`src/rtl/iasu_pkg.sv`:
```
// Shared types, command codes and lane helpers for the integer/packed add-sub unit.
// No dependencies; imported by every module of the unit.
package iasu_pkg;

   localparam int HALF_W         = 64;
   localparam int BYTES_PER_HALF = HALF_W / 8;
   localparam int BYTE_IDX_W     = $clog2(BYTES_PER_HALF);
   localparam int CMD_W          = 5;
   localparam int IMM_W          = 16;

   // Operation codes
   typedef enum logic [CMD_W-1:0] {
      CMD_ADD    = 5'd0,
      CMD_ADDI   = 5'd1,
      CMD_ADDIU  = 5'd2,
      CMD_ADDU   = 5'd3,
      CMD_DADD   = 5'd4,
      CMD_DADDI  = 5'd5,
      CMD_DADDIU = 5'd6,
      CMD_DADDU  = 5'd7,
      CMD_DSUB   = 5'd8,
      CMD_DSUBU  = 5'd9,
      CMD_SUB    = 5'd10,
      CMD_SUBU   = 5'd11,
      CMD_PADDB  = 5'd12,
      CMD_PADDH  = 5'd13,
      CMD_PADDSB = 5'd14,
      CMD_PADDSH = 5'd15,
      CMD_PADDSW = 5'd16,
      CMD_PADDUB = 5'd17,
      CMD_PADDUH = 5'd18,
      CMD_PADDUW = 5'd19,
      CMD_PADDW  = 5'd20,
      CMD_PADSBH = 5'd21,
      CMD_PSUBB  = 5'd22,
      CMD_PSUBH  = 5'd23,
      CMD_PSUBSB = 5'd24,
      CMD_PSUBSH = 5'd25,
      CMD_PSUBSW = 5'd26,
      CMD_PSUBUB = 5'd27,
      CMD_PSUBUH = 5'd28,
      CMD_PSUBUW = 5'd29,
      CMD_PSUBW  = 5'd30
   } cmd_type;

   typedef enum logic [1:0] {
      LANE_8  = 2'd0,
      LANE_16 = 2'd1,
      LANE_32 = 2'd2,
      LANE_64 = 2'd3
   } lane_w_type;

   typedef enum logic [1:0] {
      MODE_WRAP = 2'd0,
      MODE_SSAT = 2'd1,
      MODE_USAT = 2'd2
   } mode_type;

   // Decoded control that travels down the pipeline
   typedef struct packed {
      lane_w_type lane_w;
      mode_type   mode;
      logic       sub_lo;    // subtract in low 64 bits
      logic       sub_hi;    // subtract in high 64 bits
      logic       use_imm;   // sign-extended immediate replaces operand b
      logic       scalar;    // scalar form, high half not written
      logic       scalar32;  // 32-bit scalar, result sign-extended
      logic       trap_en;   // signed overflow traps
      logic       nop;       // unused code, all outputs zero
   } ctrl_type;

   // Per-byte status from a 64-bit partitioned adder
   typedef struct packed {
      logic [BYTES_PER_HALF-1:0] cout;    // carry out of each byte
      logic [BYTES_PER_HALF-1:0] ovf;     // signed overflow if byte is a lane top
      logic [BYTES_PER_HALF-1:0] a_sign;  // sign bit of operand a byte
   } add_flags_type;

   // First byte of a lane
   function automatic logic lane_start(input logic [BYTE_IDX_W-1:0] idx,
                                       input lane_w_type lane_w);
      logic r;
      case (lane_w)
         LANE_8:  r = 1'b1;
         LANE_16: r = (idx[0] == 1'b0);
         LANE_32: r = (idx[1:0] == 2'b00);
         default: r = (idx == '0);
      endcase
      return r;
   endfunction

   // Index of the top byte of the lane that holds byte idx
   function automatic logic [BYTE_IDX_W-1:0] lane_top(input logic [BYTE_IDX_W-1:0] idx,
                                                      input lane_w_type lane_w);
      logic [BYTE_IDX_W-1:0] r;
      case (lane_w)
         LANE_8:  r = idx;
         LANE_16: r = idx | BYTE_IDX_W'(1);
         LANE_32: r = idx | BYTE_IDX_W'(3);
         default: r = '1;
      endcase
      return r;
   endfunction

endpackage

```
`src/rtl/iasu_decode.sv`:
```
// Command decoder: maps the 5-bit operation code to pipeline control.
// Depends on iasu_pkg.
module iasu_decode
   import iasu_pkg::*;
(
   input  logic [CMD_W-1:0] command,
   output ctrl_type         ctrl
);

   // Lane width, mode and form
   always_comb begin
      ctrl = '{lane_w: LANE_8, mode: MODE_WRAP, sub_lo: 1'b0, sub_hi: 1'b0,
               use_imm: 1'b0, scalar: 1'b0, scalar32: 1'b0, trap_en: 1'b0,
               nop: 1'b0};
      unique case (command) inside
         CMD_ADD, CMD_ADDI, CMD_ADDIU, CMD_ADDU, CMD_SUB, CMD_SUBU: begin
            ctrl.lane_w   = LANE_32;
            ctrl.scalar   = 1'b1;
            ctrl.scalar32 = 1'b1;
         end
         CMD_DADD, CMD_DADDI, CMD_DADDIU, CMD_DADDU, CMD_DSUB, CMD_DSUBU: begin
            ctrl.lane_w = LANE_64;
            ctrl.scalar = 1'b1;
         end
         CMD_PADDB, CMD_PSUBB:   ctrl.lane_w = LANE_8;
         CMD_PADDH, CMD_PSUBH:   ctrl.lane_w = LANE_16;
         CMD_PADDW, CMD_PSUBW:   ctrl.lane_w = LANE_32;
         CMD_PADSBH:             ctrl.lane_w = LANE_16;
         CMD_PADDSB, CMD_PSUBSB: begin
            ctrl.lane_w = LANE_8;
            ctrl.mode   = MODE_SSAT;
         end
         CMD_PADDSH, CMD_PSUBSH: begin
            ctrl.lane_w = LANE_16;
            ctrl.mode   = MODE_SSAT;
         end
         CMD_PADDSW, CMD_PSUBSW: begin
            ctrl.lane_w = LANE_32;
            ctrl.mode   = MODE_SSAT;
         end
         CMD_PADDUB, CMD_PSUBUB: begin
            ctrl.lane_w = LANE_8;
            ctrl.mode   = MODE_USAT;
         end
         CMD_PADDUH, CMD_PSUBUH: begin
            ctrl.lane_w = LANE_16;
            ctrl.mode   = MODE_USAT;
         end
         CMD_PADDUW, CMD_PSUBUW: begin
            ctrl.lane_w = LANE_32;
            ctrl.mode   = MODE_USAT;
         end
         default: ctrl.nop = 1'b1;
      endcase

      // Subtract forms; mixed form subtracts low half only
      case (command) inside
         CMD_SUB, CMD_SUBU, CMD_DSUB, CMD_DSUBU, CMD_PSUBB, CMD_PSUBH, CMD_PSUBSB,
         CMD_PSUBSH, CMD_PSUBSW, CMD_PSUBUB, CMD_PSUBUH, CMD_PSUBUW, CMD_PSUBW: begin
            ctrl.sub_lo = 1'b1;
            ctrl.sub_hi = 1'b1;
         end
         CMD_PADSBH: ctrl.sub_lo = 1'b1;
         default: ;
      endcase

      // Immediate forms
      case (command) inside
         CMD_ADDI, CMD_ADDIU, CMD_DADDI, CMD_DADDIU: ctrl.use_imm = 1'b1;
         default: ;
      endcase

      // Trapping forms
      case (command) inside
         CMD_ADD, CMD_ADDI, CMD_SUB, CMD_DADD, CMD_DADDI, CMD_DSUB: ctrl.trap_en = 1'b1;
         default: ;
      endcase
   end

endmodule

```
`src/rtl/iasu_lane_adder.sv`:
```
// 64-bit partitioned adder: byte slices with carries cut at lane boundaries.
// Depends on iasu_pkg.
module iasu_lane_adder
   import iasu_pkg::*;
(
   input  logic [HALF_W-1:0] operand_a,
   input  logic [HALF_W-1:0] operand_b,
   input  logic              sub,
   input  lane_w_type        lane_w,
   output logic [HALF_W-1:0] sum,
   output add_flags_type     flags
);

   // Ripple over byte slices; a lane start takes sub as carry in
   always_comb begin
      logic       carry;
      logic       cin;
      logic [7:0] xa;
      logic [7:0] xb;
      logic [8:0] s;
      carry = 1'b0;
      for (int i = 0; i < BYTES_PER_HALF; i++) begin
         xa  = operand_a[8*i +: 8];
         xb  = operand_b[8*i +: 8] ^ {8{sub}};
         cin = lane_start(BYTE_IDX_W'(i), lane_w) ? sub : carry;
         s   = {1'b0, xa} + {1'b0, xb} + {8'd0, cin};
         sum[8*i +: 8]   = s[7:0];
         flags.cout[i]   = s[8];
         flags.ovf[i]    = (xa[7] == xb[7]) && (s[7] != xa[7]);
         flags.a_sign[i] = xa[7];
         carry           = s[8];
      end
   end

endmodule

```
`src/rtl/iasu_saturate.sv`:
```
// Lane saturation for one 64-bit half: signed or unsigned clamp per lane.
// Depends on iasu_pkg.
module iasu_saturate
   import iasu_pkg::*;
(
   input  logic [HALF_W-1:0] sum,
   input  add_flags_type     flags,
   input  logic              sub,
   input  lane_w_type        lane_w,
   input  mode_type          mode,
   output logic [HALF_W-1:0] result
);

   // Each byte looks at the status of its lane's top byte
   always_comb begin
      logic [BYTE_IDX_W-1:0] t;
      logic                  is_top;
      for (int i = 0; i < BYTES_PER_HALF; i++) begin
         t      = lane_top(BYTE_IDX_W'(i), lane_w);
         is_top = (t == BYTE_IDX_W'(i));
         result[8*i +: 8] = sum[8*i +: 8];
         case (mode)
            MODE_USAT: begin
               if (!sub && flags.cout[t]) result[8*i +: 8] = 8'hFF;
               if (sub && !flags.cout[t]) result[8*i +: 8] = 8'h00;
            end
            MODE_SSAT: begin
               if (flags.ovf[t]) begin
                  if (flags.a_sign[t]) result[8*i +: 8] = is_top ? 8'h80 : 8'h00;
                  else                 result[8*i +: 8] = is_top ? 8'h7F : 8'hFF;
               end
            end
            default: ;
         endcase
      end
   end

endmodule

```
`src/rtl/integer_and_packed_add_sub_unit.sv`:
```
// Integer and packed add/subtract unit, three register stages.
// rsp_tvalid rises once a request has passed the stage 1, stage 2 and stage 3 registers.
// Throughput one transaction per cycle while rsp_tready is not held low.
// Stage 1 decodes and selects operands, stage 2 runs the partitioned adders,
// stage 3 saturates and formats. Backpressure stalls only stages that are full.
// Reset (synchronous, active high) clears the stage valid bits; data registers are not reset.
// Depends on iasu_pkg, iasu_decode, iasu_lane_adder, iasu_saturate.
module integer_and_packed_add_sub_unit
   import iasu_pkg::*;
(
   input  logic         clock,
   input  logic         reset,
   // req_tdata: command[4:0], operand_a_low[68:5], operand_a_high[132:69],
   //            operand_b_low[196:133], operand_b_high[260:197], immediate[276:261]
   input  logic         req_tvalid,
   output logic         req_tready,
   input  logic [279:0] req_tdata,
   // rsp_tdata: result_low[63:0], result_high[127:64]
   // rsp_tuser: high_written[0], overflow_trap[1]
   output logic         rsp_tvalid,
   input  logic         rsp_tready,
   output logic [127:0] rsp_tdata,
   output logic [1:0]   rsp_tuser
);

   // Input unpacking
   logic [CMD_W-1:0]  req_command;
   logic [HALF_W-1:0] req_a_low, req_a_high, req_b_low, req_b_high;
   logic [IMM_W-1:0]  req_immediate;

   assign req_command   = req_tdata[4:0];
   assign req_a_low     = req_tdata[68:5];
   assign req_a_high    = req_tdata[132:69];
   assign req_b_low     = req_tdata[196:133];
   assign req_b_high    = req_tdata[260:197];
   assign req_immediate = req_tdata[276:261];

   // Stage handshake
   logic s1_valid_ff, s2_valid_ff, s3_valid_ff;
   logic s1_valid_in, s2_valid_in, s3_valid_in;
   logic s1_ready, s2_ready, s3_ready;

   assign s3_ready   = !s3_valid_ff || rsp_tready;
   assign s2_ready   = !s2_valid_ff || s3_ready;
   assign s1_ready   = !s1_valid_ff || s2_ready;
   assign req_tready = s1_ready;

   // Stage 1: decode and operand select
   ctrl_type          dec_ctrl;
   ctrl_type          s1_ctrl_ff, s1_ctrl_in;
   logic [HALF_W-1:0] s1_a_lo_ff, s1_a_hi_ff, s1_b_lo_ff, s1_b_hi_ff;
   logic [HALF_W-1:0] s1_a_lo_in, s1_a_hi_in, s1_b_lo_in, s1_b_hi_in;

   iasu_decode u_decode (
      .command (req_command),
      .ctrl    (dec_ctrl)
   );

   assign s1_valid_in = s1_ready ? req_tvalid : s1_valid_ff;
   assign s1_ctrl_in  = dec_ctrl;
   assign s1_a_lo_in  = req_a_low;
   assign s1_a_hi_in  = req_a_high;
   assign s1_b_lo_in  = dec_ctrl.use_imm ?
                        {{(HALF_W-IMM_W){req_immediate[IMM_W-1]}}, req_immediate} :
                        req_b_low;
   assign s1_b_hi_in  = req_b_high;

   always_ff @(posedge clock) begin
      if (reset) begin
         s1_valid_ff <= 1'b0;
      end else begin
         s1_valid_ff <= s1_valid_in;
      end
      if (req_tvalid && s1_ready) begin
         s1_ctrl_ff <= s1_ctrl_in;
         s1_a_lo_ff <= s1_a_lo_in;
         s1_a_hi_ff <= s1_a_hi_in;
         s1_b_lo_ff <= s1_b_lo_in;
         s1_b_hi_ff <= s1_b_hi_in;
      end
   end

   // Stage 2: partitioned adders, one per half
   logic [HALF_W-1:0] add_sum_lo, add_sum_hi;
   add_flags_type     add_flags_lo, add_flags_hi;
   ctrl_type          s2_ctrl_ff;
   logic [HALF_W-1:0] s2_sum_lo_ff, s2_sum_hi_ff;
   add_flags_type     s2_flags_lo_ff, s2_flags_hi_ff;

   iasu_lane_adder u_add_lo (
      .operand_a (s1_a_lo_ff),
      .operand_b (s1_b_lo_ff),
      .sub       (s1_ctrl_ff.sub_lo),
      .lane_w    (s1_ctrl_ff.lane_w),
      .sum       (add_sum_lo),
      .flags     (add_flags_lo)
   );

   iasu_lane_adder u_add_hi (
      .operand_a (s1_a_hi_ff),
      .operand_b (s1_b_hi_ff),
      .sub       (s1_ctrl_ff.sub_hi),
      .lane_w    (s1_ctrl_ff.lane_w),
      .sum       (add_sum_hi),
      .flags     (add_flags_hi)
   );

   assign s2_valid_in = s2_ready ? s1_valid_ff : s2_valid_ff;

   always_ff @(posedge clock) begin
      if (reset) begin
         s2_valid_ff <= 1'b0;
      end else begin
         s2_valid_ff <= s2_valid_in;
      end
      if (s1_valid_ff && s2_ready) begin
         s2_ctrl_ff     <= s1_ctrl_ff;
         s2_sum_lo_ff   <= add_sum_lo;
         s2_sum_hi_ff   <= add_sum_hi;
         s2_flags_lo_ff <= add_flags_lo;
         s2_flags_hi_ff <= add_flags_hi;
      end
   end

   // Stage 3: saturation and result formatting
   logic [HALF_W-1:0] sat_lo, sat_hi;
   logic              scalar_ovf;
   logic [HALF_W-1:0] res_lo_in, res_hi_in;
   logic              hw_in, trap_in;
   logic [HALF_W-1:0] s3_res_lo_ff, s3_res_hi_ff;
   logic              s3_hw_ff, s3_trap_ff;

   iasu_saturate u_sat_lo (
      .sum    (s2_sum_lo_ff),
      .flags  (s2_flags_lo_ff),
      .sub    (s2_ctrl_ff.sub_lo),
      .lane_w (s2_ctrl_ff.lane_w),
      .mode   (s2_ctrl_ff.mode),
      .result (sat_lo)
   );

   iasu_saturate u_sat_hi (
      .sum    (s2_sum_hi_ff),
      .flags  (s2_flags_hi_ff),
      .sub    (s2_ctrl_ff.sub_hi),
      .lane_w (s2_ctrl_ff.lane_w),
      .mode   (s2_ctrl_ff.mode),
      .result (sat_hi)
   );

   // Scalar overflow comes from the top byte of the low word or doubleword
   assign scalar_ovf = s2_ctrl_ff.scalar32 ? s2_flags_lo_ff.ovf[3] :
                                             s2_flags_lo_ff.ovf[BYTES_PER_HALF-1];

   always_comb begin
      res_lo_in = '0;
      res_hi_in = '0;
      hw_in     = 1'b0;
      trap_in   = 1'b0;
      if (s2_ctrl_ff.nop) begin
         res_lo_in = '0;
      end else if (s2_ctrl_ff.scalar) begin
         trap_in = s2_ctrl_ff.trap_en && scalar_ovf;
         if (trap_in)                  res_lo_in = '0;
         else if (s2_ctrl_ff.scalar32) res_lo_in = {{32{s2_sum_lo_ff[31]}}, s2_sum_lo_ff[31:0]};
         else                          res_lo_in = s2_sum_lo_ff;
      end else begin
         res_lo_in = sat_lo;
         res_hi_in = sat_hi;
         hw_in     = 1'b1;
      end
   end

   assign s3_valid_in = s3_ready ? s2_valid_ff : s3_valid_ff;

   always_ff @(posedge clock) begin
      if (reset) begin
         s3_valid_ff <= 1'b0;
      end else begin
         s3_valid_ff <= s3_valid_in;
      end
      if (s2_valid_ff && s3_ready) begin
         s3_res_lo_ff <= res_lo_in;
         s3_res_hi_ff <= res_hi_in;
         s3_hw_ff     <= hw_in;
         s3_trap_ff   <= trap_in;
      end
   end

   // Output
   assign rsp_tvalid = s3_valid_ff;
   assign rsp_tdata  = {s3_res_hi_ff, s3_res_lo_ff};
   assign rsp_tuser  = {s3_trap_ff, s3_hw_ff};

`ifndef SYNTHESIS
   // A trapped transaction never writes any destination bits
   assert property (@(posedge clock) disable iff (reset)
      rsp_tvalid && rsp_tuser[1] |-> !rsp_tuser[0] && rsp_tdata == '0)
      else $error("trapped result carries data");

   // Scalar results leave the high half zero
   assert property (@(posedge clock) disable iff (reset)
      rsp_tvalid && !rsp_tuser[0] |-> rsp_tdata[127:64] == '0)
      else $error("scalar result has nonzero high half");

   // A stalled stage 2 item stays put
   assert property (@(posedge clock) disable iff (reset)
      s2_valid_ff && !s3_ready |=> s2_valid_ff && $stable(s2_sum_lo_ff)
                                   && $stable(s2_sum_hi_ff))
      else $error("stage 2 item lost during stall");

   // An accepted request always occupies stage 1 next cycle
   assert property (@(posedge clock) disable iff (reset)
      req_tvalid && req_tready |=> s1_valid_ff)
      else $error("accepted request dropped");
`endif

endmodule

```
`config.mk`:
```
export PLATFORM = sky130hd
export DESIGN_NAME = integer_and_packed_add_sub_unit
export DESIGN_NICKNAME = d
export VERILOG_FILES = /design/src/rtl/iasu_pkg.sv /design/src/rtl/iasu_decode.sv /design/src/rtl/iasu_lane_adder.sv /design/src/rtl/iasu_saturate.sv /design/src/rtl/integer_and_packed_add_sub_unit.sv
export SDC_FILE = /design/constraint.sdc
export NUM_CORES = 1
export LEC_CHECK = 0
export ABC_AREA = 0
export BUFFER_PORTS_ARGS = -buffer_cell sky130_fd_sc_hd__buf_4
export CELL_PAD_IN_SITES_DETAIL_PLACEMENT = 1
export CELL_PAD_IN_SITES_GLOBAL_PLACEMENT = 2
export CORE_MARGIN = 2
export CORE_UTILIZATION = 36
export CTS_CLUSTER_SIZE = 14
export DETAILED_ROUTE_END_ITERATION = 16
export MAX_ROUTING_LAYER = met4
export PLACE_DENSITY = 0.8
export SETUP_SLACK_MARGIN = 0.5
export SYNTH_ARGS = -nofsm -noshare
export SYNTH_HDL_FRONTEND = slang
export SYNTH_SLANG_ARGS = --single-unit
```
`constraint.sdc`:
```
create_clock -name clock -period 18.57 [get_ports clock]
set_input_delay 3.714 -clock clock [delete_from_list [all_inputs] [get_ports clock]]
set_output_delay 3.714 -clock clock [all_outputs]
set_load 0.1 [all_outputs]
```
==> flow_metrics.tcl <==
set metrics [dict create \
    p_sw_share_pct 30.6 \
    die_h_um 294 \
    post-route-util_pct 44.0 \
    die_x_um 294 \
    synth_area_per_cell_um2 12.3 \
    cpMostUsedCell "fa_1" \
    clkTransAtPathRegs_ps 60 \
    cts_tree "built" \
    cp_top_family "adder cells" \
    io_pins 416 \
    grt_pass1_vias 22711 \
    critPathBufInv 1 \
    final.min_clock_period_ps 16550 \
    ys_types 74 \
    cts_buffers 70 \
    cp.depth 65 \
    grt_antenna_before_repair 12 \
    outcome "complete, no violations" \
    cp_max_fo 6 \
    cts_setup_buffers 0 \
    startpoint_type "register" \
    multiInputGateArea_mm2 0.0117 \
    pwr-share-clk_pct 33.7 \
    relSlewSlack_pct 23.0 \
    drc 0 \
    fillerInstances 8806 \
    power.internal_mw 2.80 \
    grt_max_degree 77 \
    power_frac_seq_pct 42.7 \
    crit_end "s2_sum_lo_ff[62]" \
    register_area_mm2 0.0175 \
    cp-end-kind "register" \
    finalSetupViolCount 0 \
    p_per_area_mw_per_mm2 110 \
    rsz0062_at_grt "no" \
    final_max_slew_viol_count 0 \
    route.detailed.wl_per_inst_um 23.0 \
    ys.flop_type "edfxtp_1" \
    drive_above_1_share_pct 21.3 \
    hold_viol 0 \
    synth_nets 2892 \
    worst_pin_slew_ps 1150 \
    synth_edf_count 582 \
    p_sw_mw 1.24 \
    r2r_cells 65 \
    postRouteAntennaNets 0 \
    die_area_mm2 0.0863 \
    maxCapViolations 0 \
    synth_area_mm2 0.0302 \
    syn2layout_area_growth_pct 21.5 \
    required_ps 18920 \
    startpoint "s1_ctrl_ff[6]" \
    fin_crit_sh_pct 89.1 \
    synth-seq-cells 585 \
    cellLeakagePower_nw 14.4 \
    dp_hpwl_mm 66.9 \
    grtUsageTotal_pct 21.6 \
    grt-ovfl-total 0 \
    core_mm2 0.0834 \
    yosysWarnings 0 \
    cts_root_buf "clkbuf_16" \
    arrival_ps 16910 \
    synth_cells 2464 \
    ys_seq_area_share_pct 58.0 \
    hp-class "reg -> reg" \
    worstSetupPathType "reg -> reg" \
    cts.sinks 585 \
    io_buffer_count 412 \
    cts_buffer_depth 3 \
    reg2reg_slack_ps 2020 \
    reg2reg_to "s2_sum_lo_ff[62]" \
    place.gp.congestion 0.852 \
    grt_pass1_wl_mm 137 \
    cpMaxStageDelayCell "edfxtp_1" \
    drt_iter0_markers 1254 \
    fin_skew_ps 24.1 \
    via_per_inst 5.28 \
    vias 21175 \
    worstSkewPairLatency_ps 620 \
    power.share.combinational_pct 23.6 \
    initial_core_util_pct 36.2 \
    cpPeakStageDelay_ps 510 \
    num-nets-final 3296 \
    max_freq_mhz 60.4 \
    totalNegativeSetupSlack_ps 0 \
    synthArstFlopShare_pct 0 \
    htreeDepth 3 \
    num_rows 106 \
    worstReg2RegStart "s1_ctrl_ff[6]" \
    drt_wl_total_mm 92.3 \
    vdd_drop_max_mv 0.0605 \
    drt-pass1-iter-count 8 \
]
## Yosys cell counts, types with 7 or more instances
library cell  count  share of area [%]
edfxtp_1        582                 58
a21oi_1         208                3.4
o21ai_0         188                3.1
nor2_1          150                1.9
nand2_1         144                1.8
inv_1           134                1.7
xor2_1          132                3.8
ha_1            114                4.7
xnor2_1          91                2.6
a21o_1           80                2.0
clkbuf_1         73               0.91
maj3_1           49                1.6
nor2b_1          47               0.97
o21a_1           46                1.1
mux2i_1          35                1.2
fa_1             30                2.0
nand2b_1         29               0.60
mux2_2           25               0.93
a211oi_1         22               0.55
nor4_1           19               0.39
a21boi_0         17               0.42
a221oi_1         16               0.46
buf_2            15               0.25
o21ai_1          14               0.23
a22oi_1          13               0.32
o21bai_1         13               0.32
buf_6            12               0.45
a31oi_1           9               0.19
nand3_1           9               0.15
nor3_1            9               0.15
o211ai_1          9               0.22
o22ai_1           9               0.19
or2_2             9               0.19
a311oi_1          7               0.20
o2bb2ai_1         7               0.20
## placed cells by master, fill, tap and decap left out, types with 8 or more instances in the layout
| master | n |
|---|---|
| a211oi_1 | 22 |
| a21boi_0 | 15 |
| a21o_1 | 80 |
| a21oi_1 | 208 |
| a221oi_1 | 16 |
| a22oi_1 | 13 |
| a31oi_1 | 8 |
| buf_4 | 442 |
| clkbuf_16 | 71 |
| clkinv_1 | 9 |
| clkinv_2 | 18 |
| diode_2 | 11 |
| edfxtp_1 | 582 |
| fa_1 | 30 |
| ha_1 | 112 |
| inv_1 | 133 |
| maj3_1 | 49 |
| mux2_2 | 25 |
| mux2i_1 | 35 |
| nand2_1 | 144 |
| nand2b_1 | 29 |
| nand3_1 | 9 |
| nor2_1 | 149 |
| nor2b_1 | 46 |
| nor3_1 | 9 |
| nor4_1 | 19 |
| o211ai_1 | 9 |
| o21a_1 | 46 |
| o21ai_0 | 188 |
| o21ai_1 | 13 |
| o21bai_1 | 13 |
| o22ai_1 | 9 |
| or2_2 | 9 |
| xnor2_1 | 91 |
| xor2_1 | 132 |
## state kept, by name (all words and copies together), names as in the netlist, 10 cells and up
| register | count |
|---|---|
| s2_sum_hi_ff | 64 |
| s1_a_hi_ff | 64 |
| s1_ctrl_ff | 10 |
| s1_b_lo_ff | 64 |
| s2_sum_lo_ff | 64 |
| s3_res_hi_ff | 64 |
| s2_flags_hi_ff | 24 |
| s2_ctrl_ff | 10 |
| s3_res_lo_ff | 64 |
| s1_a_lo_ff | 64 |
| s1_b_hi_ff | 64 |
| s2_flags_lo_ff | 24 |
## how the worst min path moves through the flow
stage / from / to / slack (ps) / cells past startpoint
finish: s1_ctrl_ff[2] / s2_ctrl_ff[2] / 420 / 0
global route: s1_ctrl_ff[3] / s2_ctrl_ff[3] / 440 / 0
CTS: s1_ctrl_ff[2] / s2_ctrl_ff[2] / 430 / 0
detailed placement: s1_ctrl_ff[8] / s2_ctrl_ff[8] / 410 / 0
global placement: s1_ctrl_ff[0] / s2_ctrl_ff[0] / 410 / 0
floorplan: s1_ctrl_ff[0] / s2_ctrl_ff[0] / 400 / 0
## layout make-up
type,count,area share [%]
Clock buffer,82,5.06
Inverter,135,1.38
Clock inverter,45,1.11
Multi-Input combinational cell,1633,31.9
Antenna cell,11,0.0749
Timing Repair Buffer,443,9.06
Tap cell,1080,3.68
Sequential cell,585,47.7
## what timing repair did
action	CTS	global route
hold buffers	0	0
resized for setup	0	2
setup endpoints to repair	0	2
## cells by family after synthesis
kind of cell / Yosys count / share of synthesized area [%]
compound gates: 701 / 14.4
xor+xnor: 223 / 6.46
buf+inv: 246 / 3.48
flops: 585 / 58.0
simple gates: 446 / 6.81
mux: 64 / 2.33
fa+ha+maj: 199 / 8.55
## per-stage QoR
step	worst slack, ps	power [mW]	std cells	hold slack [ps]	instance area (um2)
2_1_floorplan	521	2.42	2464	400	30200
3_3_place_gp	2370	2.66	3876	407	34400
3_5_place_dp	1800	2.70	3876	407	34400
4_1_cts	1650	4.08	4003	429	36700
5_1_grt	578	4.23	4012	436	36700
6_report	2020	4.03	4014	425	36700
## power groups by stage
| stage | sequential [mW] | combinational [mW] | clock, mW |
|---|---|---|---|
| after detailed placement | 1.75 | 0.955 | 0 |
| after floorplan | 1.82 | 0.599 | 0 |
| after global routing | 1.73 | 1.05 | 1.44 |
| after global placement | 1.74 | 0.914 | 0 |
| final | 1.72 | 0.951 | 1.36 |
| after CTS | 1.72 | 0.963 | 1.40 |
## routing by layer
| metal | up-vias | track usage, % | routed length, um |
|---|---|---|---|
| li1 | 9861 | - | - |
| met2 | 484 | 37.2 | 47200 |
| met3 | 127 | 2.39 | 3420 |
| met1 | 10703 | 26.6 | 39400 |
| met5 | - | - | 0 |
| met4 | 0 | 6.92 | 2320 |
(Power assumes the default switching activity.)
